==> config.mk <==
export PLATFORM = sky130hd
export DESIGN_NAME = tpbc_cfg_regs
export DESIGN_NICKNAME = d
export VERILOG_FILES = /design/src/rtl/tpbc_pkg.sv /design/src/rtl/tpbc_cfg_regs.sv
export SDC_FILE = /design/constraint.sdc
export NUM_CORES = 1
export LEC_CHECK = 0
export ABC_CLOCK_PERIOD_IN_PS = 1700
export BUFFER_PORTS_ARGS = -buffer_cell sky130_fd_sc_hd__buf_2
export CORE_MARGIN = 3
export CORE_UTILIZATION = 52
export DETAILED_ROUTE_END_ITERATION = 16
export PLACE_DENSITY = 0.94
export SLEW_MARGIN = 0
export SYNTH_ARGS = -nofsm -noshare
export SYNTH_HDL_FRONTEND = slang
export SYNTH_SLANG_ARGS = --single-unit
==> constraint.sdc <==
create_clock -name i_clk -period 1.7 [get_ports i_clk]
set_input_delay 0.17 -clock i_clk [delete_from_list [all_inputs] [get_ports i_clk]]
set_output_delay 0.17 -clock i_clk [all_outputs]
set_load 0.005 [all_outputs]
==> src/rtl/tpbc_pkg.sv <==
// Package of the tilt balance controller: types, register indexes, constants.
// No dependencies.
`timescale 1ns / 1ps

package tpbc_pkg;

    // Configuration register indexes
    localparam logic [1:0] CFG_GAIN_PROP  = 2'd0;
    localparam logic [1:0] CFG_GAIN_INTEG = 2'd1;
    localparam logic [1:0] CFG_GAIN_DERIV = 2'd2;
    localparam logic [1:0] CFG_TILT_LIMIT = 2'd3;

    // Register reset values
    localparam logic [15:0] GAIN_PROP_RST  = 16'd256;
    localparam logic [15:0] GAIN_INTEG_RST = 16'd51;
    localparam logic [15:0] GAIN_DERIV_RST = 16'd51;
    localparam logic [8:0]  TILT_LIMIT_RST = 9'd25;

    // Integral saturation bounds (24-bit signed)
    localparam logic signed [23:0] INTEG_MAX = 24'sh7FFFFF;
    localparam logic signed [23:0] INTEG_MIN = -24'sh800000;

    // Drive clamp
    localparam logic signed [7:0] DRIVE_MAX = 8'sd100;
    localparam logic signed [7:0] DRIVE_MIN = -8'sd100;

    typedef enum logic [1:0] {
        PHASE_NEG  = 2'd0,
        PHASE_POS  = 2'd1,
        PHASE_ZERO = 2'd2
    } t_phase;

    typedef struct packed {
        logic [15:0] gain_prop;
        logic [15:0] gain_integ;
        logic [15:0] gain_deriv;
        logic [8:0]  tilt_limit;
    } t_cfg;

    typedef struct packed {
        logic signed [7:0] drive;
        logic              halted;
    } t_result;

endpackage

==> src/rtl/tpbc_cfg_regs.sv <==
// Configuration register file of the tilt balance controller.
// Depends on tpbc_pkg.
`timescale 1ns / 1ps

module tpbc_cfg_regs (
    input  logic                i_clk,
    input  logic                i_rst_n,
    input  logic                i_cfg_we,
    input  logic [1:0]          i_cfg_index,
    input  logic [15:0]         i_cfg_wdata,
    output tpbc_pkg::t_cfg      o_cfg
);
    import tpbc_pkg::*;

    t_cfg r_cfg;

    always_ff @(posedge i_clk) begin
        if (!i_rst_n) begin
            r_cfg.gain_prop  <= GAIN_PROP_RST;
            r_cfg.gain_integ <= GAIN_INTEG_RST;
            r_cfg.gain_deriv <= GAIN_DERIV_RST;
            r_cfg.tilt_limit <= TILT_LIMIT_RST;
        end else if (i_cfg_we) begin
            case (i_cfg_index)
                CFG_GAIN_PROP:  r_cfg.gain_prop  <= i_cfg_wdata;
                CFG_GAIN_INTEG: r_cfg.gain_integ <= i_cfg_wdata;
                CFG_GAIN_DERIV: r_cfg.gain_deriv <= i_cfg_wdata;
                CFG_TILT_LIMIT: r_cfg.tilt_limit <= i_cfg_wdata[8:0];
                default: ;
            endcase
        end
    end

    assign o_cfg = r_cfg;

endmodule

==> metrics.md <==
| Metric | Value |
|---|---|
| Status | completed |
| P&R area growth vs syn | 26.7% |
| Fin. max-slew vios | 0 |
| Top post-synthesis cells by count | nand2_1 (61), dfxtp_1 (57), mux2i_1 (55), nor2b_1 (14), clkbuf_1 (5) |
| Final wirelength | between 4000 and 5000 µm |
| Vias in the first global route | between 1500 and 2000 |
| Final hold violations | 0 |
| Initial antenna violation count | 0 |
| Port buffer count | 77 |
| CP Cell Sequence | buf_2 |
| Cts bufs inserted | 9 |
| CTS tree | built |
| Die Wd | 70.9 µm |
| Tmin final | 0.972 ns |
| Ys Warns | 0 |
| Syn avg cell area | 10.3 µm² |
| Post-DP Area | 2590 µm² |
| HPWL after DPL | between 3000 and 4000 µm |
| Die Ht | 70.9 µm |
| Top_reg_cell synth | dfxtp_1 |
| Core ar. | about 3900 µm² |
| Crit path max-delay cell type | dfxtp_1 |
| Total GRT Usage | 19.6% |
| Vias per cell | 4.94 |
| CTS max path bufs | 2 |
| CTS Hold Bufs | 0 |
| Post-cts sizing count | 0 |
| Design area | roughly 2800 µm² |
| Setup violators final | 0 |
| Global-route wire length before repair | 7620 µm |
| Critical path's largest stage delay | 0.35 ns |
| Clock-pin slew on the worst setup and hold paths | 0.06 ns |
| DP Worst Slack | roughly 0.58 ns |
| Setup TNS Final | 0 ns |
| Period utilisation layout | ~57% |
| Largest register FFs | 57 |
| CP required | 1.53 ns |
| ANT nets after route | 0 |
| Crit path from | o_cfg[33] |
| Clk sink count | 57 |
| Clock Skew | 0 ns |
| Reg-to-Reg Start | o_cfg[3] |
| Pre-Repair DR Iteration Count | 4 |
| WL per Instance | 13.5 µm |
| Synth area leader | dfxtp_1 |
| Initial core utilization | 56.9% |
| Synth Cell Area | approximately 2200 µm² |
| RSZ-0062 raised after global routing | false |
| Fraction of registers with async set or reset after synthesis | 0% |
| Leakage | 1.38 nW |
| Measured slew at the worst slew-check pin | between 0.3 and 0.4 ns |
| Post-synth net total | 233 |
| Seq. cell area | around 1100 µm² |
| Via count | 1696 |
| Post-synth EDFFs | 0 |
| GPL Wtd Cong | 0.735 |
| Maximum fanout along the worst path | 2 |
| Worst path top cell family by delay | flip-flops |
| Post-CTS Setup Bufs | 0 |
| Max cap viols | 0 |
| Final Util | 72.1% |
| Root Driver | clkbuf_8 |
| Area contributors post-synth | dfxtp_1 (52%), mux2i_1 (25%), nand2_1 (10%) |
| Worst ir drop on vdd | 0.793 mV |
| Critical path type | register to primary output |
| Worst Setup Slack, final | ~0.73 ns |
| Sequential area share after synthesis | a little over half |
| H-tree levels | 3 |
| Multi-input combinational cell area | 946 µm² |
| Synth cell types | 19 |
| Critical Path Sink Type | primary output |
| Slew margin rel. | 79.2% |
| Critical path arrival | 0.80 ns |
| I/O Pins | 78 |
| PwrDens | 1010 nW/µm² |
| Total power | 2.82 mW |
| Number of cell rows | 22 |
| Top cell type's share of synthesized area | 52.0% |
| Worst path buffer plus inverter count | 1 |
| Final Net Count | 311 |
| Nature of the critical path startpoint | register |
| Worst Hold Class | primary input to register |
| Clock latency on the worst-skew pair | between 0.3 and 0.4 ns |
| Layout cell share with drive strength beyond 1 | 33.6% |
| N_diodes | 0 |
| Min-delay src | i_cfg_wdata[0] |
| Count leader, synth | nand2_1 |
| Post-route DRC | 0 |
| Drt initial violations | around 100 |
| Die area | between 5000 and 6000 µm² |
| Synth Register Bits | 57 |
| Fillcell total | approximately 300 |
| Largest net degree at the start of global routing | 78 |
| Syn Inst Count | 212 |
| Peak Freq | 1030 MHz |
| Overflow after GRT | 0 |
-- layer usage --
layer | track usage, % | up-vias | wire, µm
met5 | 0 | - | 0
met4 | 7.31 | 0 | 35
met3 | 9.80 | 4 | 415
met2 | 28.7 | 66 | 2070
met1 | 24.7 | 774 | 2110
li1 | - | 852 | -
-- cell usage in the layout (no fill, tap or decap) --
master / netlist / routed
mux2i_1: 55 / 55
nor2b_1: 14 / 14
nand4bb_1: 1 / 1
dfxtp_1: 57 / 57
inv_1: 1 / 1
buf_4: 2 / 4
clkbuf_1: 5 / 1
buf_2: 4 / 77
nand3_2: 1 / 1
o21ai_0: 1 / 1
o211ai_1: 1 / 1
nand3b_1: 1 / 1
nand2_1: 61 / 61
and4b_1: 1 / 1
buf_12: 1 / 1
a31oi_1: 1 / 1
clkinv_2: 0 / 2
and3b_1: 1 / 1
clkbuf_8: 0 / 13
nor3b_2: 0 / 1
-- through the flow --
step | hold slack [ns] | instances
floorplan | 0.312 | 212
global placement | 0.433 | 327
detailed placement | 0.444 | 327
CTS | 0.0895 | 343
global route | 0.108 | 343
finish | 0.108 | 343
-- layout make-up --
| class | count | area share [%] |
|---|---|---|
| clock buffers | 14 | 6.57 |
| multi-input cells | 139 | 34.0 |
| inverters | 1 | 0.135 |
| clock inverters | 2 | 0.360 |
| flip-flops and latches | 57 | 41.1 |
| well taps | 48 | 2.16 |
| repair buffers | 82 | 15.7 |
-- power by group --
| part | internal [mW] | total (mW) | switching [mW] |
|---|---|---|---|
| Sequential | 1.38 | 1.41 | 0.0236 |
| Combinational | 0.110 | 0.233 | 0.123 |
| Clock | 0.683 | 1.18 | 0.493 |
| Total | 2.18 | 2.82 | 0.640 |
-- cells by family after synthesis --
group                  share of synthesized area [%]
buffers and inverters                           5.08
muxes                                           25.1
and+or+nand+nor                                 16.9
DFF                                             52.0
AOI/OAI and AO/OA                              0.856
-- final timing paths --
path,depth (start not counted),endpoint,slack [ns]
max,1,o_cfg[33],0.73
min,3,o_cfg[41],0.11
max reg2reg,2,o_cfg[3],1.05
min reg2reg,2,o_cfg[48],0.46
(Power assumes the default switching activity.)
